<file path="src/design/pftd_pkg.sv">
// ============================================================================
// pftd_pkg
// Shared constants, types and state encoding for the trial-division
// prime filter.
// ============================================================================
package pftd_pkg;

    localparam int VALUE_BITS = 16;
    localparam int LIST_DEPTH = 32;

    localparam int MAG_BITS   = VALUE_BITS - 1;
    localparam int SQ_BITS    = VALUE_BITS + 1;
    localparam int STEP_BITS  = (MAG_BITS > 1) ? $clog2(MAG_BITS) : 1;
    localparam int COUNT_BITS = $clog2(LIST_DEPTH + 1);
    localparam int PRIME_BITS = 15;
    localparam int POS_BITS   = 5;

    localparam int SMALLEST_PRIME = 2;

    typedef enum logic [2:0] {
        S_IDLE,
        S_CHECK,
        S_DIV,
        S_EMIT
    } t_state;

    typedef struct packed {
        logic done;
        logic rem_zero;
    } t_mod_status;

endpackage

</file>
<file path="src/design/pftd_if.sv">
// ============================================================================
// pftd interfaces
// Valid/ready channels for test requests and prime results.
// ============================================================================
interface pftd_in_if;
    import pftd_pkg::*;

    logic                  valid;
    logic                  ready;
    logic [VALUE_BITS-1:0] value;
    logic                  starts_list;

    modport source (output valid, value, starts_list, input ready);
    modport sink   (input valid, value, starts_list, output ready);
endinterface

interface pftd_out_if;
    import pftd_pkg::*;

    logic                  valid;
    logic                  ready;
    logic [PRIME_BITS-1:0] prime_value;
    logic [POS_BITS-1:0]   position;
    logic                  overflow;

    modport source (output valid, prime_value, position, overflow, input ready);
    modport sink   (input valid, prime_value, position, overflow, output ready);
endinterface

</file>
<file path="src/design/pftd_mod_unit.sv">
// ============================================================================
// pftd_mod_unit
// Bit-serial restoring remainder unit: one dividend bit per cycle,
// reports whether the remainder is zero.
// ============================================================================
module pftd_mod_unit (
    input  logic                         i_clk,
    input  logic                         i_rst_n,
    input  logic                         i_start,
    input  logic [pftd_pkg::MAG_BITS-1:0] i_dividend,
    input  logic [pftd_pkg::MAG_BITS-1:0] i_divisor,
    output pftd_pkg::t_mod_status        o_status
);
    import pftd_pkg::*;

    logic                 r_busy;
    logic                 r_done;
    logic [STEP_BITS-1:0] r_cnt;
    logic [MAG_BITS-1:0]  r_rem;
    logic [MAG_BITS-1:0]  r_dvd;
    logic [MAG_BITS-1:0]  r_div;

    logic [MAG_BITS:0]    rem_sh;
    logic [MAG_BITS:0]    div_ext;
    logic [MAG_BITS-1:0]  n_rem;
    logic                 last_step;

    always_comb begin
        rem_sh  = {r_rem, r_dvd[MAG_BITS-1]};
        div_ext = {1'b0, r_div};
        if (rem_sh >= div_ext) begin
            n_rem = MAG_BITS'(rem_sh - div_ext);
        end else begin
            n_rem = MAG_BITS'(rem_sh);
        end
        last_step = (r_cnt == STEP_BITS'(MAG_BITS - 1));
    end

    always_ff @(posedge i_clk) begin
        if (!i_rst_n) begin
            r_busy <= 1'b0;
            r_done <= 1'b0;
            r_cnt  <= '0;
        end else begin
            r_done <= 1'b0;
            if (i_start) begin
                r_busy <= 1'b1;
                r_cnt  <= '0;
            end else if (r_busy) begin
                r_cnt <= r_cnt + STEP_BITS'(1);
                if (last_step) begin
                    r_busy <= 1'b0;
                    r_done <= 1'b1;
                end
            end
        end
    end

    always_ff @(posedge i_clk) begin
        if (i_start) begin
            r_rem <= '0;
            r_dvd <= i_dividend;
            r_div <= i_divisor;
        end else if (r_busy) begin
            r_rem <= n_rem;
            r_dvd <= r_dvd << 1;
        end
    end

    assign o_status.done     = r_done;
    assign o_status.rem_zero = (r_rem == '0);

endmodule

</file>
<file path="src/design/prime_filter_trial_division.sv">
// ============================================================================
// prime_filter_trial_division
// Trial-division primality filter with a compacted output list index.
// ============================================================================
// Each request is tested by dividing by 2, 3, 4, ... while the divisor
// squared does not exceed the value; one shared bit-serial remainder unit
// does every trial. A trial is a compare-and-start step, MAG_BITS remainder
// steps and a result step. A request that is negative or below two is taken
// in the idle state and dropped without a trial. Input is not ready while a
// test is in progress; a found prime sits in an output register, so the
// next request is taken while that result waits.
module prime_filter_trial_division (
    input  logic         i_clk,
    input  logic         i_rst_n,
    pftd_in_if.sink      i_in,
    pftd_out_if.source   o_out
);
    import pftd_pkg::*;

    t_state                r_state;
    t_state                n_state;

    logic [MAG_BITS-1:0]   r_val;
    logic [MAG_BITS-1:0]   r_d;
    logic [SQ_BITS-1:0]    r_sq;
    logic [COUNT_BITS-1:0] r_count;

    logic                  r_out_valid;
    logic [PRIME_BITS-1:0] r_out_prime;
    logic [POS_BITS-1:0]   r_out_pos;
    logic                  r_out_ovf;

    logic [MAG_BITS-1:0]   in_mag;
    logic                  in_reject;
    logic                  accept;
    logic                  sq_over;
    logic                  div_start;
    logic                  emit;
    logic                  slot_free;
    logic                  list_full;
    t_mod_status           mod_status;

    pftd_mod_unit u_mod (
        .i_clk      (i_clk),
        .i_rst_n    (i_rst_n),
        .i_start    (div_start),
        .i_dividend (r_val),
        .i_divisor  (r_d),
        .o_status   (mod_status)
    );

    assign in_mag    = i_in.value[MAG_BITS-1:0];
    assign in_reject = i_in.value[VALUE_BITS-1] || (in_mag < MAG_BITS'(SMALLEST_PRIME));
    assign accept    = i_in.valid && i_in.ready;
    assign sq_over   = (r_sq > SQ_BITS'(r_val));
    assign slot_free = !r_out_valid || o_out.ready;
    assign list_full = (r_count == COUNT_BITS'(LIST_DEPTH));

    // next state
    always_comb begin
        n_state = r_state;
        case (r_state)
            S_IDLE: begin
                if (i_in.valid && !in_reject) begin
                    n_state = S_CHECK;
                end
            end
            S_CHECK: begin
                if (sq_over) begin
                    n_state = S_EMIT;
                end else begin
                    n_state = S_DIV;
                end
            end
            S_DIV: begin
                if (mod_status.done) begin
                    n_state = mod_status.rem_zero ? S_IDLE : S_CHECK;
                end
            end
            S_EMIT: begin
                if (slot_free) begin
                    n_state = S_IDLE;
                end
            end
            default: n_state = S_IDLE;
        endcase
    end

    // outputs of the sequencer
    always_comb begin
        i_in.ready = 1'b0;
        div_start  = 1'b0;
        emit       = 1'b0;
        case (r_state)
            S_IDLE:  i_in.ready = 1'b1;
            S_CHECK: div_start  = !sq_over;
            S_DIV:   ;
            S_EMIT:  emit       = slot_free;
            default: ;
        endcase
    end

    always_ff @(posedge i_clk) begin
        if (!i_rst_n) begin
            r_state     <= S_IDLE;
            r_count     <= '0;
            r_out_valid <= 1'b0;
        end else begin
            r_state <= n_state;
            // clear the list index at a list-start request, then advance on each kept prime until the list is full
            if (accept && i_in.starts_list) begin
                r_count <= '0;
            end else if (emit && !list_full) begin
                r_count <= r_count + COUNT_BITS'(1);
            end
            if (emit) begin
                r_out_valid <= 1'b1;
            end else if (o_out.ready) begin
                r_out_valid <= 1'b0;
            end
        end
    end

    always_ff @(posedge i_clk) begin
        if (accept) begin
            r_val <= in_mag;
            r_d   <= MAG_BITS'(SMALLEST_PRIME);
            r_sq  <= SQ_BITS'(SMALLEST_PRIME * SMALLEST_PRIME);
        end else if ((r_state == S_DIV) && mod_status.done) begin
            // (d+1)^2 = d^2 + 2d + 1
            r_d  <= r_d + MAG_BITS'(1);
            r_sq <= r_sq + SQ_BITS'({r_d, 1'b1});
        end
        if (emit) begin
            r_out_prime <= PRIME_BITS'(r_val);
            r_out_ovf   <= list_full;
            if (list_full) begin
                r_out_pos <= POS_BITS'(LIST_DEPTH - 1);
            end else begin
                r_out_pos <= POS_BITS'(r_count);
            end
        end
    end

    assign o_out.valid       = r_out_valid;
    assign o_out.prime_value = r_out_prime;
    assign o_out.position    = r_out_pos;
    assign o_out.overflow    = r_out_ovf;

endmodule

</file>
<file path="src/flat_wrapper.sv">
// flat-port wrapper written by rule: the top's interface ports become plain ports
module prime_filter_trial_division_flat import pftd_pkg::*;
  (i_clk, i_rst_n, i_in_valid, i_in_value, i_in_starts_list, i_in_ready, o_out_valid, o_out_prime_value, o_out_position, o_out_overflow, o_out_ready);
  pftd_in_if i_in_i ();
  pftd_out_if o_out_i ();
  input  logic i_clk;
  input  logic i_rst_n;
  input wire logic [$bits(i_in_i.valid)-1:0] i_in_valid;
  input wire logic [$bits(i_in_i.value)-1:0] i_in_value;
  input wire logic [$bits(i_in_i.starts_list)-1:0] i_in_starts_list;
  output wire logic [$bits(i_in_i.ready)-1:0] i_in_ready;
  output wire logic [$bits(o_out_i.valid)-1:0] o_out_valid;
  output wire logic [$bits(o_out_i.prime_value)-1:0] o_out_prime_value;
  output wire logic [$bits(o_out_i.position)-1:0] o_out_position;
  output wire logic [$bits(o_out_i.overflow)-1:0] o_out_overflow;
  input wire logic [$bits(o_out_i.ready)-1:0] o_out_ready;
  assign i_in_i.valid = i_in_valid;
  assign i_in_i.value = i_in_value;
  assign i_in_i.starts_list = i_in_starts_list;
  assign i_in_ready = i_in_i.ready;
  assign o_out_valid = o_out_i.valid;
  assign o_out_prime_value = o_out_i.prime_value;
  assign o_out_position = o_out_i.position;
  assign o_out_overflow = o_out_i.overflow;
  assign o_out_i.ready = o_out_ready;
  prime_filter_trial_division u_core (.i_clk(i_clk), .i_rst_n(i_rst_n), .i_in(i_in_i), .o_out(o_out_i));
endmodule
</file>
<file path="config.mk">
export PLATFORM = sky130hd
export DESIGN_NAME = prime_filter_trial_division_flat
export DESIGN_NICKNAME = d
export VERILOG_FILES = /design/src/design/pftd_pkg.sv /design/src/design/pftd_if.sv /design/src/design/pftd_mod_unit.sv /design/src/design/prime_filter_trial_division.sv /design/src/flat_wrapper.sv
export SDC_FILE = /design/constraint.sdc
export NUM_CORES = 1
export LEC_CHECK = 0
export ABC_AREA = 1
export ABC_CLOCK_PERIOD_IN_PS = 9000
export BUFFER_PORTS_ARGS = -buffer_cell sky130_fd_sc_hd__clkbuf_2
export CORE_ASPECT_RATIO = 1.75
export CORE_MARGIN = 2
export CORE_UTILIZATION = 31
export CTS_CLUSTER_DIAMETER = 50
export DETAILED_ROUTE_END_ITERATION = 10
export REMOVE_ABC_BUFFERS = 1
export SETUP_SLACK_MARGIN = 0.05
export SLEW_MARGIN = 20
export SYNTH_ARGS = -nofsm -noshare
export SYNTH_HDL_FRONTEND = slang
export SYNTH_HIERARCHICAL = 1
export SYNTH_SLANG_ARGS = --single-unit
</file>
<file path="constraint.sdc">
create_clock -name i_clk -period 9 [get_ports i_clk]
set_input_delay 0.45 -clock i_clk [delete_from_list [all_inputs] [get_ports i_clk]]
set_output_delay 0.45 -clock i_clk [all_outputs]
set_load 0.01 [all_outputs]
</file>
# After elaboration in Yosys (flattened, before gate mapping)
# Index checks and enable logic that the tools add are counted.
dict set report op_classes {
  n_reduce_logical 19
  add_sub_neg 5
  bitwise 2
  magnitude_cmp 3
  eq_ne 8
  muxes 18
}
# op n
set op_table {}
lappend op_table {{15-bit 2-to-1 mux} 3}
lappend op_table {{17-bit by 16-bit adder with 17-bit output} 1}
lappend op_table {{17-bit by 15-bit greater-than comparator with 1-bit output} 1}
lappend op_table {{16-bit by 15-bit >= comparator with 1-bit output} 1}
lappend op_table {{15-bit by 1-bit adder with 15-bit output (second input constant)} 1}
lappend op_table {{15-bit zero test} 1}
lappend op_table {{15-bit by 2-bit < comparator with 1-bit output (second input constant)} 1}
lappend op_table {{15-bit subtractor} 1}
lappend op_table {{3-bit one-hot mux with 4 select lines} 1}
lappend op_table {{1-bit 2-to-1 mux} 11}
lappend op_table {{3-bit 2-to-1 mux} 3}
lappend op_table {{6-bit by 1-bit adder with 6-bit output (second input constant)} 1}
lappend op_table {{3-bit by 2-bit == test with 1-bit output (second input constant)} 2}
lappend op_table {{6-bit == test (second input constant)} 1}
lappend op_table {{1-bit logical AND} 5}
lappend op_table {{4-bit by 1-bit adder with 4-bit output (second input constant)} 1}
lappend op_table {{4-bit == test (second input constant)} 1}
lappend op_table {{1-bit zero test} 4}
lappend op_table {{2-bit by 1-bit != test with 1-bit output (second input constant)} 2}
lappend op_table {{2-bit nonzero test} 2}
lappend op_table {{2-bit OR reduction} 2}
lappend op_table {{3-bit by 1-bit == test with 1-bit output (second input constant)} 1}
lappend op_table {{3-bit zero test} 1}
lappend op_table {{3-bit AND reduction} 1}
lappend op_table {{other kinds (4)} 6}
dict set report totals {
  out_inout_bits 23
  register_bits 129
  input_bits 21
  wordCells 70
}

# Longest topological paths before layout
dict set report depth {
  ltp_word 6
  mapped_depth 18
}

# Modules after synthesis
# The synthesis kept the hierarchy.
# module n_inst cells_per_inst area_per_inst_um2 seq_area_each_um2
set modules_own_cells {}
lappend modules_own_cells {prime_filter_trial_division 1 509 4185.3 1901.8}
lappend modules_own_cells {pftd_mod_unit 1 424 3183.1 1321.3}

# Least setup slack after synthesis
# OpenSTA, ideal clock, no wires.
dict set report synth_timing {
  path_kind {register to register}
  from {reg u_core.r_val[8]}
  to {reg u_core.u_mod.r_dvd[0], enable pin}
  synth_period_minus_slack_ps 3200
  setup_ps 375
  arrival_time_ps 2825
  n_path_buf 1
  setup_slack_ps 5800
  path_stages_with_launch 14
  required_ps 8625
  cell_sequence {edfxtp_1 inv_1 ha_1 a21o_1 nor2_1 nand3_1 nand2_1 nand2_1 nand2_1 nand2_1 nor2_1 clkbuf_1 nor2_2 inv_1}
}
dict set report synth_via {
  elab_chain_cells 4
}
# element line_no
set synth_rtl {}
lappend synth_rtl {{from (decl)} prime_filter_trial_division.sv:23} ;# logic [MAG_BITS-1:0] r_val;
lappend synth_rtl {{from (signal assigned)} prime_filter_trial_division.sv:126} ;# r_val <= in_mag;
lappend synth_rtl {{17-bit by 15-bit greater-than comparator with 1-bit output} prime_filter_trial_division.sv:55} ;# assign sq_over = (r_sq > SQ_BITS'(r_val));
lappend synth_rtl {{1-bit zero test} prime_filter_trial_division.sv:96} ;# S_CHECK: div_start = !sq_over;
lappend synth_rtl {{1-bit 2-to-1 mux} prime_filter_trial_division.sv:94} ;# case (r_state)
lappend synth_rtl {{net u_core.div_start} prime_filter_trial_division.sv:37} ;# logic div_start;
lappend synth_rtl {{2-bit nonzero test (no source line)} --}
lappend synth_rtl {{to (signal assigned)} pftd_mod_unit.sv:62} ;# r_dvd <= i_dividend;
lappend synth_rtl {{to (signal assigned)} pftd_mod_unit.sv:66} ;# r_dvd <= r_dvd << 1;
lappend synth_rtl {{to (decl)} pftd_mod_unit.sv:20} ;# logic [MAG_BITS-1:0] r_dvd;
# The timed path passes the listed nets, and every way through them passes these cells.
# A chain may end at the register's enable or synchronous reset.

# Worst setup path after layout
dict set report layout_timing {
  from {reg u_core.r_val[14]}
  to {reg u_core.u_mod.r_rem[3]}
}
dict set report layout_via {
  elab_chain_cells 3
}
# element line_no
set layout_rtl {}
lappend layout_rtl {{17-bit by 15-bit greater-than comparator with 1-bit output} prime_filter_trial_division.sv:55}
lappend layout_rtl {{1-bit zero test} prime_filter_trial_division.sv:96}
lappend layout_rtl {{1-bit 2-to-1 mux} prime_filter_trial_division.sv:94}
lappend layout_rtl {{net u_core.div_start} prime_filter_trial_division.sv:37}
lappend layout_rtl {{to (signal assigned)} pftd_mod_unit.sv:65} ;# r_rem <= n_rem;
lappend layout_rtl {{to (decl)} pftd_mod_unit.sv:19} ;# logic [MAG_BITS-1:0] r_rem;
# The timed path passes the listed nets, and every way through them passes these cells.

==> impl_metrics.toml <==
[run_status]
status = "finished clean"

[global_routing]
grt_start_max_net_pins = 35
antenna_found_initial = 0
grt_pass1_vias = 6262
grt.total_usage_pct = 15.2
grt_overflow = 0
grt_first_pass_wirelength_um = 29700

[sta]
tightestPinTransition_ns = 1.03
slew_headroom_pct = 31.2
period_needed_ns = 2.97
rsz0062_at_grt = "false"
timing.final.crit_share_pct = 33.0
slew_viol_final = 0
tns_ns = 0
fin_hold_ws_ns = 0.211
skew_ns = 0.00791
setup_viol = 0
hold_viol = 0
fmax_mhz = 337

[detailed_routing]
drc = 0
vias = 6072
wl_per_cell_um = 14.0
vias_per_cell = 4.67
antenna_left = 0
totalWireLength_um = 18200
dr.pass1.iters = 5
drt_iter0_markers = 323

[clocking]
hold_buffers = 0
clk-insertion-delay-late_ns = 0.42
clock-sinks = 128
postCtsSetupBuffers = 0
cts_tree = "yes"
cts-root-buf = "clkbuf_16"
cts_resized = 0
ctsHtreeMaxLevel = 4
cts_buffers = 17
clock_path_buffers = 2
clkTransAtPathRegs_ns = 0.06

[synth]
synth_cells = 933
syn_avg_cell_area_um2 = 7.90
syn_area_um2 = 7370
yosys_warnings = 6
ys_seq_area_share_pct = 43.7
ys_seq_elements = 128
synthDistinctLibCells = 45

[floorplan]
fp.dieW_um = 121
placement_rows = 74
io_pins = 44
die-area_um2 = 25100
initial_core_util_pct = 31.6
fp.dieH_um = 208
core_area_um2 = 23300

[placement]
dp_hpwl_um = 14100
port_buffers = 43
place_congestion = 0.813

[hold_path]
hold_path.class = "input pin to flip-flop"
holdPathStages = 1

[finish]
layout-drive-gt1-share_pct = 11.6
area_growth_syn_to_layout_pct = 15.0
fill_cells = 2476
final_nets = 1056
num_antenna_cells = 0
postLayoutCoreUtil_pct = 36.3

[critical_path]
worst-setup-path-type = "flip-flop to flip-flop"
cp.arrival_ns = 3.31
worst_ep_required_time_ns = 9.34
worst_setup_path_end_kind = "flip-flop"
startpoint_type = "flip-flop"
worstPathMaxFanout = 34
rr_worst_depth = 13

[power_and_ir_drop]
powerDensity_nw_per_um2 = 258
max-vdd-ir-drop_mv = 0.143
total_power_mw = 2.19
p_leak_nw = 4.09

[run]
maxCapViolations = 0
[Yosys cell counts, drive strengths merged]
master,number,area share [%]
nand2,255,13
inv,166,8.5
nand3,89,6.9
nor2,67,4.1
edfxtp,66,27
dfxtp,62,17
ha,50,8.5
a21oi,48,3.5
o21ai,42,2.9
nand4,14,1.2
o21bai,11,1.1
xor2,10,1.2
clkbuf,8,0.41
buf,7,0.71
nor3,7,0.48
xnor2,4,0.48
a21o,3,0.31
a31oi,3,0.25
nor3b,3,0.37
o21a,3,0.31
or2,3,0.25
fa,2,0.54
nor4,2,0.17
o211ai,2,0.20
a21boi,1,0.10
a31o,1,0.12
and2,1,0.085
and3,1,0.085
clkinv,1,0.068
nand3b,1,0.10
[worst max-delay path, cell delays in order, from the launching register on]
cell,delay (ns)
edfxtp_1,0.37
inv_1,0.05
ha_1,0.29
nand3_1,0.11
nor3_1,0.33
nand2_1,0.09
nand2_1,0.06
nand2_1,0.05
nand2_1,0.09
nor2_2,0.05
buf_4,0.27
nor2_1,0.83
nand3_1,0.17
o21ai_1,0.12
[routing by layer]
metal / part of all wire (%) / vias up / global-route usage, %
met3: 2.6 / 36 / 2.71
met2: 56 / 105 / 30.0
li1: - / 3131 / -
met1: 37 / 2800 / 14.1
met5: 0 / - / 0
met4: 4.3 / 0 / 8.54
[area by class of cell]
class | count | area, um^2 | share of cell area, %
clock buffer | 20 | 457 | 5.39
multi-input combinational | 623 | 3440 | 40.6
clock inverter | 12 | 108 | 1.27
inverter | 167 | 628 | 7.41
tap | 304 | 380 | 4.49
timing repair buffer | 46 | 238 | 2.81
sequential | 128 | 3220 | 38.0
[registers in the layout (all words and copies together) (netlist names)]
register and cells:
u_core/o_out.overflow 1, u_core/o_out.position 5, u_core/o_out.prime_value 15, u_core/o_out.valid 1, u_core/r_count 6, u_core/r_d 15, u_core/r_sq 17, u_core/r_state 2
u_core/r_val 15, u_core/u_mod/r_busy 1, u_core/u_mod/r_cnt 4, u_core/u_mod/r_div 15, u_core/u_mod/r_done 1, u_core/u_mod/r_dvd 15, u_core/u_mod/r_rem 15
[path summary, 6_finish.rpt]
check	slack, ns	startpoint	endpoint
setup / recovery	6.03	u_core/r_val[14]$_DFFE_PP_	u_core/u_mod/r_rem[3]$_SDFFE_PP0P_
setup reg to reg	6.03	u_core/r_val[14]$_DFFE_PP_	u_core/u_mod/r_rem[3]$_SDFFE_PP0P_
hold reg to reg	0.47	u_core/r_count[5]$_SDFFE_PP0P_	u_core/r_count[5]$_SDFFE_PP0P_
hold / removal	0.21	i_in_value[0]	u_core/r_val[0]$_DFFE_PP_
[logic make-up (layout without fill, tap and decap cells)]
logic type / count (synthesis) / count (layout) / share of synthesized area, %
AOI/OAI and AO/OA: 114 / 114 / 8.78
xor gates and xnor gates: 14 / 14 / 1.66
adders and majority gates: 52 / 52 / 9.03
buffers and inverters: 182 / 245 / 9.64
DFF: 128 / 128 / 43.7
and+or+nand+nor: 443 / 443 / 27.1
[cells in the final DEF (no fill, tap or decap), drive strengths merged, types with 10 or more instances in the layout]
cell type | synthesis | layout
nand4 | 14 | 14
a21oi | 48 | 48
edfxtp | 66 | 66
nand3 | 89 | 89
nor2 | 67 | 67
clkbuf | 8 | 63
nand2 | 255 | 255
ha | 50 | 50
o21bai | 11 | 11
inv | 166 | 169
o21ai | 42 | 42
xor2 | 10 | 10
dfxtp | 62 | 62
[stage by stage]
step	area, um^2	std cells	worst slack (ns)
global route	8470	1300	5.69
detailed placement	7910	1268	6.01
finish	8470	1300	6.03
CTS	8470	1300	6.00
global placement	7910	1268	6.07
floorplan	7290	918	5.43
[where the power goes]
part           total, mW  leakage, nW  switching (mW)  internal, mW
logic              0.742         2.70           0.500         0.242
clock network      0.656        0.273           0.261         0.395
registers          0.789         1.12          0.0528         0.736
total               2.19         4.09           0.814          1.37
No activity file was read; power rests on OpenSTA's default activity.
